<file path="config.mk">
export PLATFORM = sky130hd
export DESIGN_NAME = numbered_event_ring_log
export DESIGN_NICKNAME = d
export VERILOG_FILES = /design/src/hdl/nerl_pkg.sv /design/src/hdl/nerl_ring_mem.sv /design/src/hdl/nerl_out_reg.sv /design/src/hdl/nerl_ctrl.sv /design/src/hdl/numbered_event_ring_log.sv
export VERILOG_INCLUDE_DIRS = /design/src /design/src/hdl
export SDC_FILE = /design/constraint.sdc
export NUM_CORES = 2
export LEC_CHECK = 0
export ABC_AREA = 0
export BUFFER_PORTS_ARGS = -buffer_cell sky130_fd_sc_hd__buf_2
export CAP_MARGIN = 30
export CORE_ASPECT_RATIO = 1.5
export CORE_MARGIN = 2
export CORE_UTILIZATION = 54
export CTS_BUF_LIST = sky130_fd_sc_hd__clkbuf_16
export DETAILED_ROUTE_END_ITERATION = 12
export GPL_TIMING_DRIVEN = 0
export PLACE_DENSITY = 0.79
export REMOVE_ABC_BUFFERS = 1
export SLEW_MARGIN = 15
export SYNTH_ARGS = -nofsm -noshare
export SYNTH_HDL_FRONTEND = slang
export SYNTH_SLANG_ARGS = --single-unit
</file>
<file path="constraint.sdc">
create_clock -name clk_i -period 26.7 [get_ports clk_i]
set_input_delay 5.34 -clock clk_i [delete_from_list [all_inputs] [get_ports clk_i]]
set_output_delay 5.34 -clock clk_i [all_outputs]
set_load 0.005 [all_outputs]
</file>
<file path="src/hdl/assert_macros.svh">
// ----------------------------------------------------------------------------
// Assertion macros
// Shared concurrent assertion wrappers, compiled out with ASSERT_OFF.
// ----------------------------------------------------------------------------
`ifndef ASSERT_MACROS_SVH
`define ASSERT_MACROS_SVH

`ifndef ASSERT_OFF
`define ASSERT_PROP(lbl, clk, rst_n, prop) \
  lbl: assert property (@(posedge clk) disable iff (!rst_n) prop) \
    else $error("assertion failed in %m");
`define ASSERT_NEVER(lbl, clk, rst_n, cond) \
  lbl: assert property (@(posedge clk) disable iff (!rst_n) !(cond)) \
    else $error("forbidden condition in %m");
`else
`define ASSERT_PROP(lbl, clk, rst_n, prop)
`define ASSERT_NEVER(lbl, clk, rst_n, cond)
`endif

`endif

</file>
<file path="src/hdl/nerl_pkg.sv">
// ----------------------------------------------------------------------------
// nerl_pkg
// Types and constants of the numbered event ring log.
// ----------------------------------------------------------------------------
package nerl_pkg;

  localparam int unsigned NumW   = 64;
  localparam int unsigned LimitW = 5;
  localparam logic [LimitW-1:0] MaxOut = LimitW'(16);

  typedef enum logic {
    OP_APPEND = 1'b0,
    OP_READ   = 1'b1
  } opcode_e;

  typedef struct packed {
    opcode_e           opcode;
    logic [15:0]       key_code;
    logic [7:0]        action_code;
    logic [15:0]       modifier_mask;
    logic [NumW-1:0]   timestamp_ms;
    logic [NumW-1:0]   consumed_number;
    logic [LimitW-1:0] record_limit;
  } in_item_t;

  typedef struct packed {
    logic [NumW-1:0] number;
    logic [NumW-1:0] stamp;
    logic [15:0]     key;
    logic [7:0]      action;
    logic [15:0]     modifiers;
  } rec_t;

  typedef struct packed {
    logic            record_valid;
    logic [NumW-1:0] rec_number;
    logic [NumW-1:0] event_time;
    logic [15:0]     event_key;
    logic [7:0]      event_action;
    logic [15:0]     event_modifiers;
    logic            missed;
    logic [NumW-1:0] oldest_held;
    logic [NumW-1:0] newest_held;
    logic            last_of_run;
  } out_item_t;

endpackage

</file>
<file path="src/hdl/nerl_ring_mem.sv">
// ----------------------------------------------------------------------------
// nerl_ring_mem
// Record store: one write port, one read port, registered read data.
// ----------------------------------------------------------------------------
module nerl_ring_mem import nerl_pkg::*; #(
  parameter int unsigned LOG_DEPTH = 16
) (
  input  logic                         clk_i,
  input  logic                         we_i,
  input  logic [$clog2(LOG_DEPTH)-1:0] waddr_i,
  input  rec_t                         wdata_i,
  input  logic                         re_i,
  input  logic [$clog2(LOG_DEPTH)-1:0] raddr_i,
  output rec_t                         rdata_o
);

  rec_t mem [LOG_DEPTH];
  rec_t rdata_q;

  always_ff @(posedge clk_i) begin
    if (we_i) begin
      mem[waddr_i] <= wdata_i;
    end
  end

  always_ff @(posedge clk_i) begin
    if (re_i) begin
      rdata_q <= mem[raddr_i];
    end
  end

  assign rdata_o = rdata_q;

endmodule

</file>
<file path="src/hdl/nerl_out_reg.sv">
// ----------------------------------------------------------------------------
// nerl_out_reg
// Output holding register between the sequencer and the result channel.
// ----------------------------------------------------------------------------
module nerl_out_reg import nerl_pkg::*; (
  input  logic      clk_i,
  input  logic      rst_ni,
  input  logic      load_i,
  input  out_item_t data_i,
  output logic      ok_o,
  input  logic      ready_i,
  output logic      valid_o,
  output out_item_t data_o
);

  logic      vld_q, vld_d;
  out_item_t data_q;

  assign ok_o = !vld_q || ready_i;

  always_comb begin
    vld_d = vld_q;
    if (load_i) begin
      vld_d = 1'b1;
    end else if (ready_i) begin
      vld_d = 1'b0;
    end
  end

  always_ff @(posedge clk_i or negedge rst_ni) begin
    if (!rst_ni) begin
      vld_q <= 1'b0;
    end else begin
      vld_q <= vld_d;
    end
  end

  always_ff @(posedge clk_i) begin
    if (load_i) begin
      data_q <= data_i;
    end
  end

  assign valid_o = vld_q;
  assign data_o  = data_q;

endmodule

</file>
<file path="src/hdl/nerl_ctrl.sv">
// ----------------------------------------------------------------------------
// nerl_ctrl
// Ring pointers, number counters and the read-since scan sequencer.
// ----------------------------------------------------------------------------
module nerl_ctrl import nerl_pkg::*; #(
  parameter int unsigned LOG_DEPTH = 16
) (
  input  logic                         clk_i,
  input  logic                         rst_ni,
  input  logic                         in_valid_i,
  output logic                         in_ready_o,
  input  in_item_t                     in_i,
  input  logic                         out_ok_i,
  output logic                         out_load_o,
  output out_item_t                    out_o,
  output logic                         we_o,
  output logic [$clog2(LOG_DEPTH)-1:0] waddr_o,
  output rec_t                         wdata_o,
  output logic                         re_o,
  output logic [$clog2(LOG_DEPTH)-1:0] raddr_o,
  input  rec_t                         rdata_i
);

  localparam int unsigned SW = $clog2(LOG_DEPTH);
  localparam int unsigned FW = $clog2(LOG_DEPTH + 1);
  localparam logic [SW-1:0] LastSlot = SW'(LOG_DEPTH - 1);
  localparam logic [FW-1:0] DepthF   = FW'(LOG_DEPTH);
  localparam logic [SW:0]   DepthS   = (SW+1)'(LOG_DEPTH);

  typedef enum logic [2:0] {
    ST_IDLE = 3'b001,
    ST_SCAN = 3'b010,
    ST_DONE = 3'b100
  } state_e;

  function automatic logic [SW-1:0] inc_slot(input logic [SW-1:0] s);
    logic [SW-1:0] r;
    r = (s == LastSlot) ? '0 : s + SW'(1);
    return r;
  endfunction

  function automatic out_item_t mk_out(input logic vld, input rec_t rec, input logic mis,
                                       input logic [NumW-1:0] old_n,
                                       input logic [NumW-1:0] new_n, input logic last);
    out_item_t o;
    o.record_valid    = vld;
    o.rec_number      = vld ? rec.number : '0;
    o.event_time      = vld ? rec.stamp : '0;
    o.event_key       = vld ? rec.key : '0;
    o.event_action    = vld ? rec.action : '0;
    o.event_modifiers = vld ? rec.modifiers : '0;
    o.missed          = mis;
    o.oldest_held     = old_n;
    o.newest_held     = new_n;
    o.last_of_run     = last;
    return o;
  endfunction

  state_e            state_q, state_d;
  logic [SW-1:0]     oldest_slot_q, oldest_slot_d;
  logic [FW-1:0]     fill_q, fill_d;
  logic [NumW-1:0]   next_num_q, next_num_d;
  logic [NumW-1:0]   oldest_num_q, oldest_num_d;
  logic [NumW-1:0]   newest_num_q, newest_num_d;
  logic [NumW-1:0]   want_q, want_d;
  logic              at_top_q, at_top_d;
  logic              missed_q, missed_d;
  logic [LimitW-1:0] limit_q, limit_d;
  logic [LimitW-1:0] hits_q, hits_d;
  logic [FW-1:0]     off_q, off_d;
  logic [SW-1:0]     rd_slot_q, rd_slot_d;
  logic              rd_vld_q, rd_vld_d;
  logic              pend_vld_q, pend_vld_d;
  rec_t              pend_q, pend_d;

  logic              accept;
  logic              full;
  logic [SW:0]       slot_sum;
  logic [SW-1:0]     wslot;
  logic              at_top;
  logic [NumW-1:0]   cons_inc;
  logic              missed;
  logic              hit;
  logic              push_mid;
  logic              stall;
  logic              more;
  rec_t              new_rec;

  assign full     = (fill_q == DepthF);
  assign slot_sum = {1'b0, oldest_slot_q} + (SW+1)'(fill_q);
  assign wslot    = full ? oldest_slot_q
                  : (slot_sum >= DepthS) ? SW'(slot_sum - DepthS) : slot_sum[SW-1:0];

  assign at_top   = &in_i.consumed_number;
  assign cons_inc = in_i.consumed_number + NumW'(1);
  assign missed   = (fill_q != '0) && (in_i.consumed_number != '0) && !at_top &&
                    (cons_inc < oldest_num_q);

  assign hit      = rd_vld_q && !at_top_q && (rdata_i.number >= want_q);
  assign push_mid = hit && pend_vld_q;
  assign stall    = push_mid && !out_ok_i;
  assign more     = (off_q != fill_q);

  assign in_ready_o = (state_q == ST_IDLE) && out_ok_i;
  assign accept     = in_valid_i && in_ready_o;

  always_comb begin
    new_rec.number    = next_num_q;
    new_rec.stamp     = in_i.timestamp_ms;
    new_rec.key       = in_i.key_code;
    new_rec.action    = in_i.action_code;
    new_rec.modifiers = in_i.modifier_mask;
  end

  assign wdata_o = new_rec;
  assign waddr_o = wslot;
  assign raddr_o = rd_slot_q;

  always_comb begin
    state_d       = state_q;
    oldest_slot_d = oldest_slot_q;
    fill_d        = fill_q;
    next_num_d    = next_num_q;
    oldest_num_d  = oldest_num_q;
    newest_num_d  = newest_num_q;
    want_d        = want_q;
    at_top_d      = at_top_q;
    missed_d      = missed_q;
    limit_d       = limit_q;
    hits_d        = hits_q;
    off_d         = off_q;
    rd_slot_d     = rd_slot_q;
    rd_vld_d      = rd_vld_q;
    pend_vld_d    = pend_vld_q;
    pend_d        = pend_q;
    we_o          = 1'b0;
    re_o          = 1'b0;
    out_load_o    = 1'b0;
    out_o         = mk_out(1'b0, pend_q, missed_q, oldest_num_q, newest_num_q, 1'b1);

    unique case (state_q)
      ST_IDLE: begin
        if (accept) begin
          if (in_i.opcode == OP_APPEND) begin
            we_o = 1'b1;
            if (full) begin
              oldest_slot_d = inc_slot(oldest_slot_q);
              oldest_num_d  = oldest_num_q + NumW'(1);
            end else begin
              fill_d = fill_q + FW'(1);
              if (fill_q == '0) begin
                oldest_num_d = next_num_q;
              end
            end
            newest_num_d = next_num_q;
            next_num_d   = next_num_q + NumW'(1);
            out_load_o   = 1'b1;
            out_o        = mk_out(1'b1, new_rec, 1'b0, oldest_num_d, next_num_q, 1'b1);
          end else begin
            at_top_d   = at_top;
            missed_d   = missed;
            want_d     = missed ? oldest_num_q : cons_inc;
            limit_d    = (in_i.record_limit > MaxOut) ? MaxOut : in_i.record_limit;
            hits_d     = '0;
            off_d      = '0;
            rd_slot_d  = oldest_slot_q;
            rd_vld_d   = 1'b0;
            pend_vld_d = 1'b0;
            state_d    = ST_SCAN;
          end
        end
      end
      ST_SCAN: begin
        out_o = mk_out(1'b1, pend_q, missed_q, oldest_num_q, newest_num_q, 1'b0);
        if (!stall) begin
          out_load_o = push_mid;
          if (hit) begin
            pend_d     = rdata_i;
            pend_vld_d = 1'b1;
            hits_d     = hits_q + LimitW'(1);
          end
          re_o     = more;
          rd_vld_d = more;
          if (more) begin
            off_d     = off_q + FW'(1);
            rd_slot_d = inc_slot(rd_slot_q);
          end
          if (!more || (hits_d == limit_q)) begin
            rd_vld_d = 1'b0;
            state_d  = ST_DONE;
          end
        end
      end
      ST_DONE: begin
        out_o = mk_out(pend_vld_q, pend_q, missed_q, oldest_num_q, newest_num_q, 1'b1);
        if (out_ok_i) begin
          out_load_o = 1'b1;
          pend_vld_d = 1'b0;
          state_d    = ST_IDLE;
        end
      end
      default: begin
        state_d = ST_IDLE;
      end
    endcase
  end

  always_ff @(posedge clk_i or negedge rst_ni) begin
    if (!rst_ni) begin
      state_q       <= ST_IDLE;
      oldest_slot_q <= '0;
      fill_q        <= '0;
      next_num_q    <= NumW'(1);
      oldest_num_q  <= '0;
      newest_num_q  <= '0;
      at_top_q      <= 1'b0;
      missed_q      <= 1'b0;
      limit_q       <= '0;
      hits_q        <= '0;
      off_q         <= '0;
      rd_slot_q     <= '0;
      rd_vld_q      <= 1'b0;
      pend_vld_q    <= 1'b0;
    end else begin
      state_q       <= state_d;
      oldest_slot_q <= oldest_slot_d;
      fill_q        <= fill_d;
      next_num_q    <= next_num_d;
      oldest_num_q  <= oldest_num_d;
      newest_num_q  <= newest_num_d;
      at_top_q      <= at_top_d;
      missed_q      <= missed_d;
      limit_q       <= limit_d;
      hits_q        <= hits_d;
      off_q         <= off_d;
      rd_slot_q     <= rd_slot_d;
      rd_vld_q      <= rd_vld_d;
      pend_vld_q    <= pend_vld_d;
    end
  end

  always_ff @(posedge clk_i) begin
    want_q <= want_d;
    pend_q <= pend_d;
  end

endmodule

</file>
<file path="src/hdl/numbered_event_ring_log.sv">
// ----------------------------------------------------------------------------
// numbered_event_ring_log
// Numbered event log in a ring that overwrites its oldest entry when full.
// ----------------------------------------------------------------------------
// Input stream s_axis: tuser selects append (0) or read-since (1); tdata
// carries the event fields and, for a read, the consumed number and limit.
// Result stream m_axis: tuser flags a carried record, tlast marks the final
// result of an item; tdata carries the record and the held number range.
// An append writes one ring entry and returns its record in the cycle after
// acceptance as a single last-marked result; the next item can be taken in
// the following cycle if the receiver is ready.
// A read-since scans the held entries oldest first, one ring read per
// cycle while the result channel is not stalled, and ends early once the
// limit is reached. A read with no match returns one empty last-marked
// result.
// A result waits in an output register while the receiver stalls; the scan
// holds in place until that register frees up.
// Reset empties the log and restarts numbering at 1; ring contents are left
// as they are and are never read before written.
// ----------------------------------------------------------------------------
`include "assert_macros.svh"

module numbered_event_ring_log import nerl_pkg::*; #(
  parameter int unsigned LOG_DEPTH = 16
) (
  input  logic         clk_i,
  input  logic         rst_ni,
  input  logic         s_axis_tvalid,
  output logic         s_axis_tready,
  // key_code[15:0], action_code[23:16], modifier_mask[39:24],
  // timestamp_ms[103:40], consumed_number[167:104], record_limit[172:168]
  input  logic [175:0] s_axis_tdata,
  // opcode[0]
  input  logic         s_axis_tuser,
  output logic         m_axis_tvalid,
  input  logic         m_axis_tready,
  // rec_number[63:0], event_time[127:64], event_key[143:128],
  // event_action[151:144], event_modifiers[167:152], missed[168],
  // oldest_held[232:169], newest_held[296:233]
  output logic [303:0] m_axis_tdata,
  // record_valid[0]
  output logic         m_axis_tuser,
  output logic         m_axis_tlast
);

  localparam int unsigned SW = $clog2(LOG_DEPTH);

  in_item_t      in_item;
  out_item_t     ctrl_out;
  out_item_t     out_q;
  logic          out_ok;
  logic          out_load;
  logic          out_empty;
  logic          we;
  logic          re;
  logic [SW-1:0] waddr;
  logic [SW-1:0] raddr;
  rec_t          wdata;
  rec_t          rdata;

  always_comb begin
    in_item.opcode          = opcode_e'(s_axis_tuser);
    in_item.key_code        = s_axis_tdata[15:0];
    in_item.action_code     = s_axis_tdata[23:16];
    in_item.modifier_mask   = s_axis_tdata[39:24];
    in_item.timestamp_ms    = s_axis_tdata[103:40];
    in_item.consumed_number = s_axis_tdata[167:104];
    in_item.record_limit    = s_axis_tdata[172:168];
  end

  nerl_ctrl #(
    .LOG_DEPTH(LOG_DEPTH)
  ) u_ctrl (
    .clk_i      (clk_i),
    .rst_ni     (rst_ni),
    .in_valid_i (s_axis_tvalid),
    .in_ready_o (s_axis_tready),
    .in_i       (in_item),
    .out_ok_i   (out_ok),
    .out_load_o (out_load),
    .out_o      (ctrl_out),
    .we_o       (we),
    .waddr_o    (waddr),
    .wdata_o    (wdata),
    .re_o       (re),
    .raddr_o    (raddr),
    .rdata_i    (rdata)
  );

  nerl_ring_mem #(
    .LOG_DEPTH(LOG_DEPTH)
  ) u_mem (
    .clk_i   (clk_i),
    .we_i    (we),
    .waddr_i (waddr),
    .wdata_i (wdata),
    .re_i    (re),
    .raddr_i (raddr),
    .rdata_o (rdata)
  );

  nerl_out_reg u_out (
    .clk_i   (clk_i),
    .rst_ni  (rst_ni),
    .load_i  (out_load),
    .data_i  (ctrl_out),
    .ok_o    (out_ok),
    .ready_i (m_axis_tready),
    .valid_o (m_axis_tvalid),
    .data_o  (out_q)
  );

  assign m_axis_tdata = {7'b0, out_q.newest_held, out_q.oldest_held, out_q.missed,
                         out_q.event_modifiers, out_q.event_action, out_q.event_key,
                         out_q.event_time, out_q.rec_number};
  assign m_axis_tuser = out_q.record_valid;
  assign m_axis_tlast = out_q.last_of_run;

  assign out_empty = m_axis_tvalid && !out_q.record_valid;

  `ASSERT_PROP(a_empty_is_last, clk_i, rst_ni, out_empty |-> out_q.last_of_run)
  `ASSERT_PROP(a_empty_zero, clk_i, rst_ni, out_empty |-> (out_q.rec_number == '0))
  `ASSERT_NEVER(a_no_take_on_stall, clk_i, rst_ni, s_axis_tready && m_axis_tvalid && !m_axis_tready)
  `ASSERT_NEVER(a_no_load_on_stall, clk_i, rst_ni, out_load && m_axis_tvalid && !m_axis_tready)

endmodule
</file>
==> impl_metrics.prom <==
# TYPE chip_impl_metric gauge
chip_impl_info{name="run_status",value="completed"} 1
chip_impl_metric{name="cap_violations",unit=""} 0
chip_impl_metric{name="die-width",unit="µm"} 423
chip_impl_metric{name="cts_stage_hold_buffer_count",unit=""} 0
chip_impl_metric{name="post-place-cells",unit=""} 11968
chip_impl_metric{name="worst-slew-pin-transition",unit="ns"} 1.22
chip_impl_metric{name="core_outline_area",unit="mm²"} 0.262
chip_impl_metric{name="yosysWarnings",unit=""} 0
chip_impl_metric{name="fin_crit",unit="ns"} 11.96
chip_impl_info{name="synth_top_flop_cell",value="edfxtp_1"} 1
chip_impl_metric{name="vias",unit=""} 82872
chip_impl_metric{name="cts-root-to-sink-buffers",unit=""} 4
chip_impl_info{name="rsz0062_at_grt",value="no"} 1
chip_impl_metric{name="ff2ff_setup_slack",unit="ns"} 20.58
chip_impl_metric{name="ys_ff_latch",unit=""} 3615
chip_impl_metric{name="final_non_filler_cells",unit=""} 12597
chip_impl_metric{name="synth_cells",unit=""} 8091
chip_impl_metric{name="avgViaCountPerCell",unit=""} 6.58
chip_impl_metric{name="met3_wirelength",unit="mm"} 46.8
chip_impl_metric{name="critPathMaxFanout",unit=""} 34
chip_impl_metric{name="n_fill_cell",unit=""} 17169
chip_impl_info{name="tritoncts",value="yes"} 1
chip_impl_metric{name="crit_required",unit="ns"} 27.31
chip_impl_metric{name="final.period_utilization",unit="%"} 44.8
chip_impl_metric{name="cellPowerDensity",unit="mW/mm²"} 89.9
chip_impl_metric{name="initial_cell_density_of_the_core",unit="%"} 54.3
chip_impl_metric{name="count_of_input_and_output_buffers",unit=""} 478
chip_impl_metric{name="routed-wl-met2",unit="mm"} 187
chip_impl_metric{name="grt_max_degree",unit=""} 85
chip_impl_metric{name="max_freq",unit="GHz"} 0.0836
chip_impl_metric{name="dieArea",unit="mm²"} 0.268
chip_impl_metric{name="worst_clock_skew",unit="ns"} 0.0495
chip_impl_info{name="holdCritPathClass",value="reg2reg"} 1
chip_impl_info{name="timing.critical_path.to_type",value="flop"} 1
chip_impl_metric{name="rr_worst_depth",unit=""} 18
chip_impl_metric{name="area_grow_syn2layout",unit="%"} 16.5
chip_impl_metric{name="fraction_of_final_layout_cells_with_drive_strength_greater_than_1",unit="%"} 21.0
chip_impl_metric{name="cts_setup_buffers",unit=""} 0
chip_impl_metric{name="floorplan.die.height",unit="µm"} 633
chip_impl_info{name="crit_path_start_kind",value="input port"} 1
chip_impl_metric{name="layout_nets",unit=""} 9142
chip_impl_metric{name="inserted_clock_buffers",unit=""} 324
chip_impl_metric{name="ys_types",unit=""} 79
chip_impl_metric{name="proportion_of_synthesized_chip_area_in_sequential_cells",unit="%"} 75.5
chip_impl_metric{name="clock_tree.htree_level_count",unit=""} 5
chip_impl_metric{name="timing.slew.headroom",unit="%"} 18.1
chip_impl_metric{name="final_cell_area",unit="mm²"} 0.166
chip_impl_metric{name="drc",unit=""} 0
chip_impl_metric{name="layout.area.seq",unit="mm²"} 0.107
chip_impl_metric{name="setup_viol",unit=""} 0
chip_impl_metric{name="detail_route.wl_per_cell",unit="µm"} 31.3
chip_impl_metric{name="placement.cell_area",unit="mm²"} 0.155
chip_impl_metric{name="routed_wirelength",unit="mm"} 394
chip_impl_info{name="root_buffer",value="clkbuf_16"} 1
chip_impl_metric{name="drt-initial-drc-count",unit=""} 11334
chip_impl_metric{name="post_synth_edffs",unit=""} 3387
chip_impl_metric{name="multi_input_comb_area",unit="mm²"} 0.0328
chip_impl_info{name="route.top_layer_used",value="met5"} 1
chip_impl_metric{name="holdWs",unit="ns"} 0.405
chip_impl_metric{name="number_of_global_route_vias_before_repair",unit=""} 82744
chip_impl_metric{name="post-layout-total-power",unit="W"} 0.0149
chip_impl_metric{name="clk_pin_slew",unit="ns"} 0.07
chip_impl_metric{name="overflow",unit=""} 0
chip_impl_metric{name="min_delay_path_depth",unit=""} 0
chip_impl_metric{name="detailedRoute.firstPassIterationCount",unit=""} 8
chip_impl_info{name="worst-setup-path-type",value="in2reg"} 1
chip_impl_metric{name="grt_pass1_wl",unit="mm"} 563
chip_impl_metric{name="report.final.hold_viol_count",unit=""} 0
chip_impl_metric{name="routedLengthMet1",unit="mm"} 137
chip_impl_metric{name="dp_hpwl",unit="mm"} 244
chip_impl_metric{name="insertion_delay",unit="ns"} 0.90
chip_impl_metric{name="async_flop_share",unit="%"} 6.31
chip_impl_metric{name="static_leakage_power",unit="nW"} 56.2
chip_impl_metric{name="design.portCount",unit=""} 489
chip_impl_metric{name="drv_slew",unit=""} 0
chip_impl_metric{name="placementRows",unit=""} 230
chip_impl_metric{name="global_route.usage.total",unit="%"} 28.9
chip_impl_metric{name="critPathArrivalTime",unit="ns"} 12.57
chip_impl_metric{name="numClockSinks",unit=""} 3615
chip_impl_metric{name="avgSynthCellArea",unit="µm²"} 17.6
chip_impl_metric{name="mappedNetlistArea",unit="mm²"} 0.142
chip_impl_metric{name="initial_antenna_violation_count",unit=""} 67
chip_impl_metric{name="irDropWorstVdd",unit="µV"} 66.9
chip_impl_metric{name="place_congestion",unit=""} 0.936
chip_impl_metric{name="postCtsResizedCells",unit=""} 0
chip_impl_metric{name="detail-route-antenna-nets",unit=""} 0
-- worst max-delay path, cell delays in order --
cell	delay, ns
buf_2	0.30
and4_1	0.35
nand4_1	0.42
or3_1	0.67
nor2_1	0.55
and2_1	0.30
nand3_1	0.12
xnor2_1	0.33
ha_1	0.33
and4_1	0.23
nand4_1	0.23
nor4_1	0.10
clkbuf_2	0.18
nand2_1	0.09
o221ai_1	0.18
nor3_1	1.01
nand3_4	0.90
buf_16	0.48
mux2_1	0.36
-- where the power goes --
| part | switching, W | internal [W] |
|---|---|---|
| clock | 0.00210 | 0.00265 |
| combinational | 0.00188 | 0.00139 |
| sequential | 0.000229 | 0.00664 |
| total | 0.00421 | 0.0107 |
-- registers in the layout, summed over array words and instances (netlist names), 3 cells and up --
signal                count
u_ctrl.want_q            64
u_mem.rdata_o           168
u_ctrl.pend_q           168
u_ctrl.newest_num_q      64
u_ctrl.limit_q            5
u_ctrl.raddr_o            4
u_ctrl.hits_q             5
u_ctrl.state_q            3
u_mem.mem              2688
u_ctrl.next_num_q        64
u_ctrl.oldest_slot_q      4
u_ctrl.fill_q             5
u_ctrl.oldest_num_q      64
u_out.data_o            299
u_ctrl.off_q              5
-- through the flow --
| stage | util [%] | worst slack [ns] | setup TNS [ns] |
|---|---|---|---|
| floorplan | - | -7.69 | -1879.63 |
| global placement | 56.3 | -78.16 | - |
| detailed placement | 59.1 | 14.15 | 0 |
| CTS | 63.2 | 15.03 | 0 |
| global route | 63.2 | 14.97 | 0 |
| finish | 63.3 | 14.74 | 0 |
-- cells in the mapped netlist (all sizes together), types with 3 or more instances --
cell / n / area (µm²)
a31oi: 8 / 50.1
nor3: 39 / 211
nand4: 78 / 494
mux4: 339 / 7630
o211ai: 7 / 52.6
o22a: 4 / 35.0
mux2i: 504 / 5040
a211oi: 3 / 22.5
o221ai: 8 / 70.1
a221o: 5 / 50.1
and4: 18 / 158
a31o: 3 / 26.3
xnor2: 106 / 928
edfxtp: 3387 / 102000
nor3b: 4 / 30.0
and3: 30 / 188
nand3: 110 / 556
clkbuf: 299 / 1120
nor4b: 5 / 65.1
nor2: 118 / 443
nor2b: 9 / 56.3
or4: 5 / 37.5
and2: 12 / 75.1
buf: 108 / 553
nand2: 709 / 2660
ha: 140 / 1750
o21ai: 436 / 2180
a22oi: 182 / 1370
or3: 6 / 37.5
o31ai: 10 / 75.1
dfrtp: 226 / 5660
a22o: 105 / 920
nand2b: 12 / 75.1
mux2: 232 / 2800
xor2: 43 / 377
a2bb2oi: 4 / 35.0
nor4: 27 / 175
a21o: 27 / 203
o22ai: 37 / 231
or2: 6 / 37.5
inv: 157 / 589
nand3b: 4 / 30.0
a2111oi: 3 / 26.3
a221oi: 175 / 1530
a21oi: 312 / 1560
-- per-layer routing --
| layer | GRT usage (%) | up-vias |
|---|---|---|
| met5 | 0 | - |
| met4 | 14.7 | 26 |
| met3 | 7.28 | 1301 |
| met2 | 46.1 | 6113 |
| met1 | 37.1 | 41758 |
| li1 | - | 33674 |
-- cell usage in the layout, fill, tap and decap left out, drive strengths merged, types with 140 or more instances in the layout --
| cell | instances |
|---|---|
| mux2i | 504 |
| mux2 | 232 |
| clkbuf | 330 |
| mux4 | 339 |
| ha | 140 |
| buf | 801 |
| a22oi | 182 |
| inv | 214 |
| a21oi | 312 |
| edfxtp | 3387 |
| o21ai | 436 |
| dfrtp | 226 |
| a221oi | 175 |
| nand2 | 709 |
-- worst paths after layout --
path                               startpoint                 endpoint
max                         s_axis_tdata[107]        u_ctrl.want_q[63]
max in group asynchronous              rst_ni  u_ctrl.newest_num_q[25]
max reg2reg                u_mem.rdata_o[119]        u_out.data_o[195]
min reg2reg                u_mem.rdata_o[100]       u_ctrl.pend_q[100]
min                        u_mem.rdata_o[100]       u_ctrl.pend_q[100]
min in group asynchronous              rst_ni  u_ctrl.newest_num_q[45]
-- logic make-up (layout without fill, tap and decap cells) --
family | after synthesis | count (layout) | share of synthesized area (%)
other cells | 1 | 49 | 0.00264
flops | 3615 | 3615 | 75.5
fa+ha+maj | 141 | 141 | 1.25
xor+xnor | 149 | 149 | 0.918
compound gates | 1348 | 1348 | 6.05
buf+inv | 564 | 1542 | 1.59
mux | 1075 | 1075 | 10.9
simple gates | 1198 | 1198 | 3.79
-- area by class of cell --
class,count,area share (%)
flip-flops and latches,3615,64.9
inverters,157,0.362
diodes,42,0.0634
well taps,3480,2.63
clock buffers,328,4.96
multi-input cells,3918,19.8
repair buffers,804,5.86
clock inverters,253,1.47
No activity file was read; power rests on OpenSTA's default activity.
